--- src/hdl/fpcm_pkg.sv ---
package fpcm_pkg;

  localparam logic [2:0] ST_OK         = 3'd0;
  localparam logic [2:0] ST_BAD_TYPE   = 3'd1;
  localparam logic [2:0] ST_MISALIGNED = 3'd2;
  localparam logic [2:0] ST_BAD_TARGET = 3'd3;
  localparam logic [2:0] ST_REPEAT     = 3'd4;
  localparam logic [2:0] ST_NO_FREE    = 3'd5;
  localparam logic [2:0] ST_NO_DELETE  = 3'd6;

  localparam logic CMD_ADD    = 1'b0;
  localparam logic CMD_DELETE = 1'b1;

  localparam logic [1:0] TYPE_INSTR   = 2'd0;
  localparam logic [1:0] TYPE_LITERAL = 2'd1;

  localparam int LIT_SLOT_A = 6;
  localparam int LIT_SLOT_B = 7;

  localparam logic [31:0] WINDOW_START_RST = 32'h0220_0000;
  localparam logic [31:0] WINDOW_END_RST   = 32'h0221_4000;

  // Thumb-2 B.W encoding of a 25-bit offset, halfword-swapped for the remap word.
  function automatic logic [31:0] encode_bw(input logic [24:0] off);
    logic        s;
    logic        j1;
    logic        j2;
    logic [15:0] hi;
    logic [15:0] lo;
    s  = off[24];
    j1 = ~(off[23] ^ s);
    j2 = ~(off[22] ^ s);
    hi = {5'b11110, s, off[21:12]};
    lo = {2'b10, j1, 1'b1, j2, off[11:1]};
    return {lo, hi};
  endfunction

  // The distance must be nonzero and within plus or minus 16 MiB inclusive.
  function automatic logic dist_in_reach(input logic [31:0] d);
    logic pos_ok;
    logic neg_ok;
    pos_ok = !d[31] && (d[31:25] == 7'd0) && (!d[24] || (d[23:0] == 24'd0));
    neg_ok = (d[31:24] == 8'hFF);
    return (d != 32'd0) && (pos_ok || neg_ok);
  endfunction

endpackage

--- src/hdl/flash_patch_comparator_manager_unit.sv ---
// Flash-patch comparator manager. Each input word adds or deletes one instruction or literal
// patch and returns exactly one result word with a status, the slot concerned and the remap
// word written. The comparator addresses sit in a memory with one read and one write port,
// read one entry per cycle under a small sequencer, with the compare overlapped with the next
// read. The scan covers the COMPARATORS - 2 instruction slots or the two literal slots and
// stops early on a match. An instruction add that finds a free slot passes through the
// branch encoding state before its result, while every other scanned request goes from the
// scan straight to the result state. A word rejected on type, alignment or window goes
// from the check straight to the result state. A result that finds the output register
// still occupied waits there until out_ready frees it. One word is worked on at a time,
// and in_ready rises again in the cycle after the result is loaded, so the next
// word can be accepted while the previous result still waits in the output register. Per-entry
// enable bits clear at reset, so the block is usable right after reset without a clearing pass.
module flash_patch_comparator_manager_unit
  import fpcm_pkg::*;
#(
  parameter int COMPARATORS = 8
) (
  input  logic        clk,
  input  logic        rst_n,
  input  logic        in_valid,
  output logic        in_ready,
  input  logic        in_cmd,
  input  logic [1:0]  in_patch_type,
  input  logic [31:0] in_old_addr,
  input  logic [31:0] in_patch_value,
  output logic        out_valid,
  input  logic        out_ready,
  output logic [2:0]  out_status,
  output logic [2:0]  out_slot,
  output logic [31:0] out_remap_word,
  input  logic        psel,
  input  logic        penable,
  input  logic        pwrite,
  input  logic [2:0]  paddr,
  input  logic [31:0] pwdata,
  output logic [31:0] prdata,
  output logic        pready
);

  localparam int IW = $clog2(COMPARATORS);
  localparam logic [IW-1:0] SLOT_A    = IW'(LIT_SLOT_A);
  localparam logic [IW-1:0] SLOT_B    = IW'(LIT_SLOT_B);
  localparam logic [IW-1:0] SLOT_SKIP = IW'(LIT_SLOT_B + 1);
  localparam logic [IW-1:0] LAST_INSTR =
    (COMPARATORS > LIT_SLOT_B + 1) ? IW'(COMPARATORS - 1) : IW'(LIT_SLOT_A - 1);

  localparam logic [2:0] S_IDLE  = 3'd0;
  localparam logic [2:0] S_CHECK = 3'd1;
  localparam logic [2:0] S_SCAN  = 3'd2;
  localparam logic [2:0] S_ENC   = 3'd3;
  localparam logic [2:0] S_RESP  = 3'd4;

  logic [2:0]  state_r, state_nxt;
  logic        cmd_r;
  logic [1:0]  type_r;
  logic [31:0] addr_r;
  logic [31:0] value_r;
  logic [31:0] dist_r, dist_nxt;
  logic [IW-1:0] idx_r, idx_nxt;
  logic        iss_r, iss_nxt;
  logic        pend_r, pend_nxt;
  logic [IW-1:0] pend_idx_r, pend_idx_nxt;
  logic        pend_last_r, pend_last_nxt;
  logic        have_free_r, have_free_nxt;
  logic [IW-1:0] free_r, free_nxt;
  logic [2:0]  res_status_r, res_status_nxt;
  logic [2:0]  res_slot_r, res_slot_nxt;
  logic [31:0] res_word_r, res_word_nxt;
  logic        out_valid_r, out_valid_nxt;
  logic [2:0]  out_status_r;
  logic [2:0]  out_slot_r;
  logic [31:0] out_remap_word_r;
  logic [31:0] win_start_r;
  logic [31:0] win_end_r;
  logic [COMPARATORS-1:0] vld_r, vld_nxt;

  logic [31:0] cmp_mem [COMPARATORS];
  logic [31:0] remap_mem [COMPARATORS];
  logic [31:0] rd_key_r;
  logic        rd_vld_r;

  logic        mem_we;
  logic [IW-1:0] mem_wa;
  logic [31:0] remap_wd;

  logic        accept;
  logic        out_load;
  logic        lit;
  logic [31:0] key;
  logic        hit;
  logic        free_now;
  logic [IW-1:0] free_slot_now;
  logic [24:0] off;
  logic        cfg_wr;

  assign accept   = in_valid && in_ready;
  assign in_ready = (state_r == S_IDLE);
  assign lit      = (type_r == TYPE_LITERAL);
  assign key      = {addr_r[31:1], 1'b1};
  assign hit      = rd_vld_r && (rd_key_r == key);
  assign free_now = have_free_r || !rd_vld_r;
  assign free_slot_now = have_free_r ? free_r : pend_idx_r;
  assign off      = dist_r[24:0] - 25'd4;
  assign out_load = (state_r == S_RESP) && (!out_valid_r || out_ready);

  always_comb begin
    state_nxt      = state_r;
    dist_nxt       = dist_r;
    idx_nxt        = idx_r;
    iss_nxt        = iss_r;
    pend_nxt       = 1'b0;
    pend_idx_nxt   = pend_idx_r;
    pend_last_nxt  = pend_last_r;
    have_free_nxt  = have_free_r;
    free_nxt       = free_r;
    res_status_nxt = res_status_r;
    res_slot_nxt   = res_slot_r;
    res_word_nxt   = res_word_r;
    vld_nxt        = vld_r;
    mem_we         = 1'b0;
    mem_wa         = free_r;
    remap_wd       = value_r;
    case (state_r)
      S_IDLE: begin
        if (accept) begin
          state_nxt = S_CHECK;
        end
      end
      S_CHECK: begin
        res_status_nxt = ST_OK;
        res_slot_nxt   = 3'd0;
        res_word_nxt   = 32'd0;
        dist_nxt       = value_r - addr_r;
        idx_nxt        = lit ? SLOT_A : '0;
        iss_nxt        = 1'b1;
        have_free_nxt  = 1'b0;
        state_nxt      = S_SCAN;
        if (type_r[1]) begin
          res_status_nxt = ST_BAD_TYPE;
          state_nxt      = S_RESP;
        end else if (cmd_r == CMD_ADD && lit && (addr_r[1:0] != 2'd0)) begin
          res_status_nxt = ST_MISALIGNED;
          state_nxt      = S_RESP;
        end else if (cmd_r == CMD_ADD && lit &&
                     (addr_r < win_start_r || addr_r >= win_end_r)) begin
          res_status_nxt = ST_BAD_TARGET;
          state_nxt      = S_RESP;
        end else if (cmd_r == CMD_ADD && !lit && addr_r[1]) begin
          res_status_nxt = ST_MISALIGNED;
          state_nxt      = S_RESP;
        end
      end
      S_SCAN: begin
        if (iss_r) begin
          pend_nxt      = 1'b1;
          pend_idx_nxt  = idx_r;
          pend_last_nxt = lit ? (idx_r == SLOT_B) : (idx_r == LAST_INSTR);
          if (lit ? (idx_r == SLOT_B) : (idx_r == LAST_INSTR)) begin
            iss_nxt = 1'b0;
          end else if (!lit && idx_r == SLOT_A - 1'b1) begin
            idx_nxt = SLOT_SKIP;
          end else begin
            idx_nxt = idx_r + 1'b1;
          end
        end
        if (pend_r) begin
          if (!have_free_r && !rd_vld_r) begin
            have_free_nxt = 1'b1;
            free_nxt      = pend_idx_r;
          end
          if (hit) begin
            pend_nxt     = 1'b0;
            res_slot_nxt = pend_idx_r[2:0];
            state_nxt    = S_RESP;
            if (cmd_r == CMD_DELETE) begin
              vld_nxt[pend_idx_r] = 1'b0;
            end else begin
              res_status_nxt = ST_REPEAT;
            end
          end else if (pend_last_r) begin
            pend_nxt  = 1'b0;
            state_nxt = S_RESP;
            free_nxt  = free_slot_now;
            if (cmd_r == CMD_DELETE) begin
              res_status_nxt = ST_NO_DELETE;
            end else if (!free_now) begin
              res_status_nxt = ST_NO_FREE;
            end else if (lit) begin
              mem_we                 = 1'b1;
              mem_wa                 = free_slot_now;
              vld_nxt[free_slot_now] = 1'b1;
              res_slot_nxt           = free_slot_now[2:0];
              res_word_nxt           = value_r;
            end else begin
              state_nxt = S_ENC;
            end
          end
        end
      end
      S_ENC: begin
        state_nxt = S_RESP;
        remap_wd  = encode_bw(off);
        if (dist_in_reach(dist_r)) begin
          mem_we          = 1'b1;
          vld_nxt[free_r] = 1'b1;
          res_slot_nxt    = free_r[2:0];
          res_word_nxt    = encode_bw(off);
        end else begin
          res_status_nxt = ST_BAD_TARGET;
        end
      end
      S_RESP: begin
        if (out_load) begin
          state_nxt = S_IDLE;
        end
      end
      default: begin
        state_nxt = S_IDLE;
      end
    endcase
  end

  always_comb begin
    out_valid_nxt = out_valid_r;
    if (out_load) begin
      out_valid_nxt = 1'b1;
    end else if (out_ready) begin
      out_valid_nxt = 1'b0;
    end
  end

  always_ff @(posedge clk) begin
    if (!rst_n) begin
      state_r     <= S_IDLE;
      iss_r       <= 1'b0;
      pend_r      <= 1'b0;
      have_free_r <= 1'b0;
      out_valid_r <= 1'b0;
      vld_r       <= '0;
      win_start_r <= WINDOW_START_RST;
      win_end_r   <= WINDOW_END_RST;
    end else begin
      state_r     <= state_nxt;
      iss_r       <= iss_nxt;
      pend_r      <= pend_nxt;
      have_free_r <= have_free_nxt;
      out_valid_r <= out_valid_nxt;
      vld_r       <= vld_nxt;
      if (cfg_wr && !paddr[2]) begin
        win_start_r <= pwdata;
      end
      if (cfg_wr && paddr[2]) begin
        win_end_r <= pwdata;
      end
    end
  end

  always_ff @(posedge clk) begin
    if (accept) begin
      cmd_r   <= in_cmd;
      type_r  <= in_patch_type;
      addr_r  <= in_old_addr;
      value_r <= in_patch_value;
    end
    dist_r       <= dist_nxt;
    idx_r        <= idx_nxt;
    pend_idx_r   <= pend_idx_nxt;
    pend_last_r  <= pend_last_nxt;
    free_r       <= free_nxt;
    res_status_r <= res_status_nxt;
    res_slot_r   <= res_slot_nxt;
    res_word_r   <= res_word_nxt;
    if (out_load) begin
      out_status_r     <= res_status_r;
      out_slot_r       <= res_slot_r;
      out_remap_word_r <= res_word_r;
    end
  end

  always_ff @(posedge clk) begin
    rd_key_r <= cmp_mem[idx_r];
    rd_vld_r <= vld_r[idx_r];
    if (mem_we) begin
      cmp_mem[mem_wa]   <= key;
      remap_mem[mem_wa] <= remap_wd;
    end
  end

  assign cfg_wr = psel && penable && pwrite && pready;
  assign pready = 1'b1;
  assign prdata = paddr[2] ? win_end_r : win_start_r;

  assign out_valid      = out_valid_r;
  assign out_status     = out_status_r;
  assign out_slot       = out_slot_r;
  assign out_remap_word = out_remap_word_r;

  a_pend_in_scan: assert property (@(posedge clk) disable iff (!rst_n)
    pend_r |-> (state_r == S_SCAN))
    else $error("compare pending outside the slot scan");

  a_lit_slots: assert property (@(posedge clk) disable iff (!rst_n)
    (state_r == S_SCAN && lit && iss_r) |-> (idx_r == SLOT_A || idx_r == SLOT_B))
    else $error("literal scan left slots six and seven");

  a_slot_zero: assert property (@(posedge clk) disable iff (!rst_n)
    (out_valid && !(out_status == ST_OK || out_status == ST_REPEAT)) |-> (out_slot == 3'd0))
    else $error("slot reported on a failed request");

  a_word_zero: assert property (@(posedge clk) disable iff (!rst_n)
    (out_valid && out_status != ST_OK) |-> (out_remap_word == 32'd0))
    else $error("remap word reported on a failed request");

  a_status_range: assert property (@(posedge clk) disable iff (!rst_n)
    out_valid |-> (out_status != 3'd7))
    else $error("status code out of range");

endmodule
--- config.mk ---
export PLATFORM = sky130hd
export DESIGN_NAME = flash_patch_comparator_manager_unit
export DESIGN_NICKNAME = d
export VERILOG_FILES = /design/src/hdl/fpcm_pkg.sv /design/src/hdl/flash_patch_comparator_manager_unit.sv
export SDC_FILE = /design/constraint.sdc
export NUM_CORES = 1
export LEC_CHECK = 0
export ABC_AREA = 0
export BUFFER_PORTS_ARGS = -buffer_cell sky130_fd_sc_hd__buf_2
export CORE_UTILIZATION = 35
export CTS_BUF_LIST = sky130_fd_sc_hd__clkbuf_16
export DETAILED_ROUTE_END_ITERATION = 10
export PLACE_DENSITY = 0.47
export SLEW_MARGIN = 20
export SYNTH_ARGS = -nofsm -noshare
export SYNTH_HDL_FRONTEND = slang
export SYNTH_SLANG_ARGS = --single-unit
--- constraint.sdc ---
create_clock -name clk -period 8.48 [get_ports clk]
set_input_delay 1.696 -clock clk [delete_from_list [all_inputs] [get_ports clk]]
set_output_delay 1.696 -clock clk [all_outputs]
set_load 0.005 [all_outputs]
==> reports/results.txt <==
Following the worst setup path forward leads to its endpoint at cmp_mem[1][11]. The number of warnings issued by yosys is 0, and the slew at the pin closest to its max-slew limit is 1070 ps. After detailed placement, the total cell area comes to 0.0261 mm^2. The total power density per cell area was 269 mW/mm^2. Fraction of final layout cells with drive strength greater than 1: 21.1%. IR analysis of the VDD net gives a maximum drop of 0.205 mV. Summed over all layers, the routed wires come to 63,400 um. In this run the static leakage power is 0.0100 uW.

By area, the combinational part of the netlist is dominated by compound AO/OA/AOI/OAI gates. The detailed router put a total of 28,100 um of wire on met1. The tools report the endpoint arrival time on the critical path as 4910 ps. In this run the remaining antenna-violating nets after routing total 0. The final max-slew violation count was 0. In the layout the commonest cells are 433 x sky130_fd_sc_hd__edfxtp_1, 199 x sky130_fd_sc_hd__nand2_1, 177 x sky130_fd_sc_hd__buf_2.

After the last flow step, the layout net total stands at 2,199. The register bit count reported by yosys is 544, and the cell depth of the worst hold path is 0. The run gives 4 as the first-pass iteration count of the detailed router. The type of origin of the critical path was a flip-flop. For the timing-limited maximum frequency, the log shows 0.216 GHz.

For flop-to-flop paths, the worst setup slack is 3850 ps. TritonCTS built the clock tree. Detailed routing placed a total of 3430 um of wire on met3. Detailed routing inserted a total of 14.9k vias. For the sequential area share after synthesis, the log shows 63.3%. The highest metal layer carrying signal wires in the routed design is met5. The clock period minus worst slack is 4630 ps, and the total nets after synthesis is 2,003.

For the maximum buffer depth of the clock tree, the log shows 3. The tools report the die footprint as 0.0698 mm^2. Of the total synthesized cell area, the portion taken by XOR and XNOR cells is 2.95%. The synthesized netlist devotes 9.12% of its cell area to compound gates.

The area growth from synthesis to layout is 16.8%. Entering global routing, the biggest net connects 67 pins. The run gives 30,200 um as the total met2 wirelength after detailed routing. For the worst flop-to-flop path, the logic depth is 10. Counting the fill cells in the layout gives 6,281. The tools report the root buffer selected by CTS as sky130_fd_sc_hd__clkbuf_16. The H-tree was split into 2 levels. At the worst endpoint, the required time is 8760 ps. The post-route clock skew was 32.6 ps; the highest fanout seen on the critical path was 21. Buffers added to address setup during post-CTS repair amount to 0. The summed instance area of the synthesized netlist was 0.0241 mm^2; the final cell area excluding filler cells was 0.0281 mm^2. The run gives 18.2% as the overall fraction of global-route tracks in use. Routability-driven placement finished with a final weighted congestion of 0.849. The clock drives 544 sinks. The chip width was 264 um. Type of the worst min-delay path: flip-flop to flip-flop.

Setup violations remaining at the end of the flow were counted as 0. Hold is met by 419 ps. In the synthesized netlist the dominant register cell turns out to be sky130_fd_sc_hd__edfxtp_1.

The logs give 0.0676 mm^2 for the placeable core region and 13 for the number of antenna violations at the first check in global routing. Source of the worst register-to-register timing path: addr_r[8]. Origin of the worst setup path: addr_r[8]. The synthesized netlist devotes 8.30% of its cell area to simple gates. In the routed design, unresolved DRC markers number 0. The run finished with clean final reports. The most common cell after layout, fill and taps aside was sky130_fd_sc_hd__edfxtp_1.

Across the whole layout, storage elements account for 0.0152 mm^2. Via count of the first global-routing pass: 15.1k. The ratio of routed vias to standard cells was 5.12.

For this configuration, the core starts out at a cell density of 35.6%. The vertical extent of the die works out to 264 um. Row generation in the floorplan step produced 95 rows.

In the final layout, the multi-input gates occupy 0.00818 mm^2. Critical setup path kind: flip-flop to flip-flop. The capturing element type of the critical path was a flip-flop. The async set-or-reset flop fraction in the synthesized netlist was 0%; the average size of a mapped cell was 13.4 um^2.

Buffers inserted during clock tree synthesis total 60. The detailed router finished its first iteration with 872 violations. Adding up every negative setup slack in the final design gives 0 ps. In this run the count of I/O pins placed on the die edge is 182. After clock tree synthesis, the clock-pin slew on the worst setup and hold paths is 60 ps.

Setup repair after global routing left no endpoint under its margin. The average routed wire per standard cell was 21.7 um. Capture instance of the worst register-to-register path: cmp_mem[1][11].

Once detailed placement completed, the half-perimeter wirelength came to 42,100 um. The first global-routing pass estimated 94,900 um of wire. The worst path uses 54.6% of the clock period. The total of buffers placed on input and output ports was 178; the max-capacitance violation count was 0.

The number of enable-type register cells in the synthesized netlist is 433, and the total count of hold-check failures in the final report is 0. For the worst-skew pair later-pin latency, the log shows 640 ps. After clock tree synthesis, the repair step resized 0 gates. Post-synthesis share of cell area spent on full adders, half adders and majority gates: 5.23%. Headroom to the max-slew limit came out at 28.5%. Total grt overflow: 0. The number of different library cells used by synthesis comes to 76. After technology mapping, the gate count stands at 1,794.

The number of hold buffers added after CTS is 0, and the portion of netlist area occupied by mux cells is 8.01%.
worst min path at each step:
stage                              start                  to  slack, ps
final                     res_word_r[26]  out_remap_word[26]        420
after global placement    res_word_r[12]  out_remap_word[12]        400
after detailed placement  res_word_r[20]  out_remap_word[20]        400
after floorplan            res_word_r[0]   out_remap_word[0]        400
after CTS                  res_word_r[4]   out_remap_word[4]        420
after global routing      res_word_r[26]  out_remap_word[26]        420
metrics by stage:
stage               setup slack, ps  std cells  utilization (%)  power (uW)
global placement               3630       2801             38.5        4920
floorplan                      2580       1794                -        4430
CTS                            3640       2914             41.6        7660
finish                         3850       2915             41.6        7560
detailed placement             3640       2801             38.5        4940
global route                   3430       2914             41.6        7910
cells in the mapped netlist (20+ instances only):
library cell | count | area share (%)
sky130_fd_sc_hd__ha_1 | 99 | 5.1
sky130_fd_sc_hd__a21oi_1 | 71 | 1.5
sky130_fd_sc_hd__mux2_2 | 37 | 1.7
sky130_fd_sc_hd__dfxtp_1 | 111 | 9.2
sky130_fd_sc_hd__o21ai_0 | 52 | 1.1
sky130_fd_sc_hd__nand3_1 | 20 | 0.42
sky130_fd_sc_hd__a21o_1 | 32 | 1.0
sky130_fd_sc_hd__a211oi_1 | 26 | 0.81
sky130_fd_sc_hd__mux4_2 | 64 | 6.0
sky130_fd_sc_hd__xnor2_1 | 65 | 2.4
sky130_fd_sc_hd__inv_1 | 118 | 1.8
sky130_fd_sc_hd__edfxtp_1 | 433 | 54
sky130_fd_sc_hd__nor3_1 | 23 | 0.48
sky130_fd_sc_hd__clkbuf_1 | 60 | 0.94
sky130_fd_sc_hd__nor2_1 | 105 | 1.6
sky130_fd_sc_hd__nand4_1 | 33 | 0.86
sky130_fd_sc_hd__nand2_1 | 199 | 3.1
sky130_fd_sc_hd__a21boi_0 | 58 | 1.8
power by group:
part	internal (uW)	switching, uW	total [uW]
clock network	1600	1110	2700
logic	573	796	1370
registers	3270	224	3490
total	5430	2130	7560
registers in the layout, indices dropped and copies added, names as in the netlist, 2 cells and up:
| signal | cells |
|---|---|
| win_end_r | 32 |
| out_remap_word | 32 |
| dist_r | 32 |
| res_word_r | 32 |
| win_start_r | 32 |
| value_r | 32 |
| vld_r | 8 |
| type_r | 2 |
| state_r | 3 |
| cmp_mem | 248 |
| addr_r | 32 |
| rd_key_r | 31 |
| pend_idx_r | 3 |
| res_slot_r | 3 |
| free_r | 3 |
| res_status_r | 3 |
| out_slot | 3 |
| idx_r | 3 |
| out_status | 3 |
worst max-delay path, cell delays in order (launching register included):
cell                       delay (ps)
sky130_fd_sc_hd__edfxtp_1         810
sky130_fd_sc_hd__xnor2_1          190
sky130_fd_sc_hd__nand4_1          180
sky130_fd_sc_hd__nor4_1           360
sky130_fd_sc_hd__nand2_1          490
sky130_fd_sc_hd__nand2_1          250
sky130_fd_sc_hd__nor2_1            80
sky130_fd_sc_hd__nand2_1          270
sky130_fd_sc_hd__nand3_1          320
sky130_fd_sc_hd__o32ai_4          790
sky130_fd_sc_hd__buf_4            500
cell families (layout without fill, tap and decap cells):
logic type,count (synthesis),count (layout)
DFF,544,544
and+or+nand+nor,447,447
AOI/OAI and AO/OA,320,320
buffers and inverters,193,440
muxes,108,108
adders and majority gates,100,100
xor gates and xnor gates,81,81
other,1,2
cell type report:
cell class | instances | area share (%)
Inverter | 119 | 1.59
Clock buffer | 60 | 5.34
Sequential cell | 544 | 54.2
Timing Repair Buffer | 208 | 3.98
Multi-Input combinational cell | 1057 | 29.1
Tap cell | 873 | 3.89
Clock inverter | 53 | 1.93
Antenna cell | 1 | 0.00890
layer usage:
metal | track usage (%) | vias to the layer above
met5 | 0 | -
met4 | 5.11 | 16
met3 | 3.93 | 100
met2 | 30.1 | 349
met1 | 24.0 | 7402
li1 | - | 7044
(Power assumes the default switching activity.)
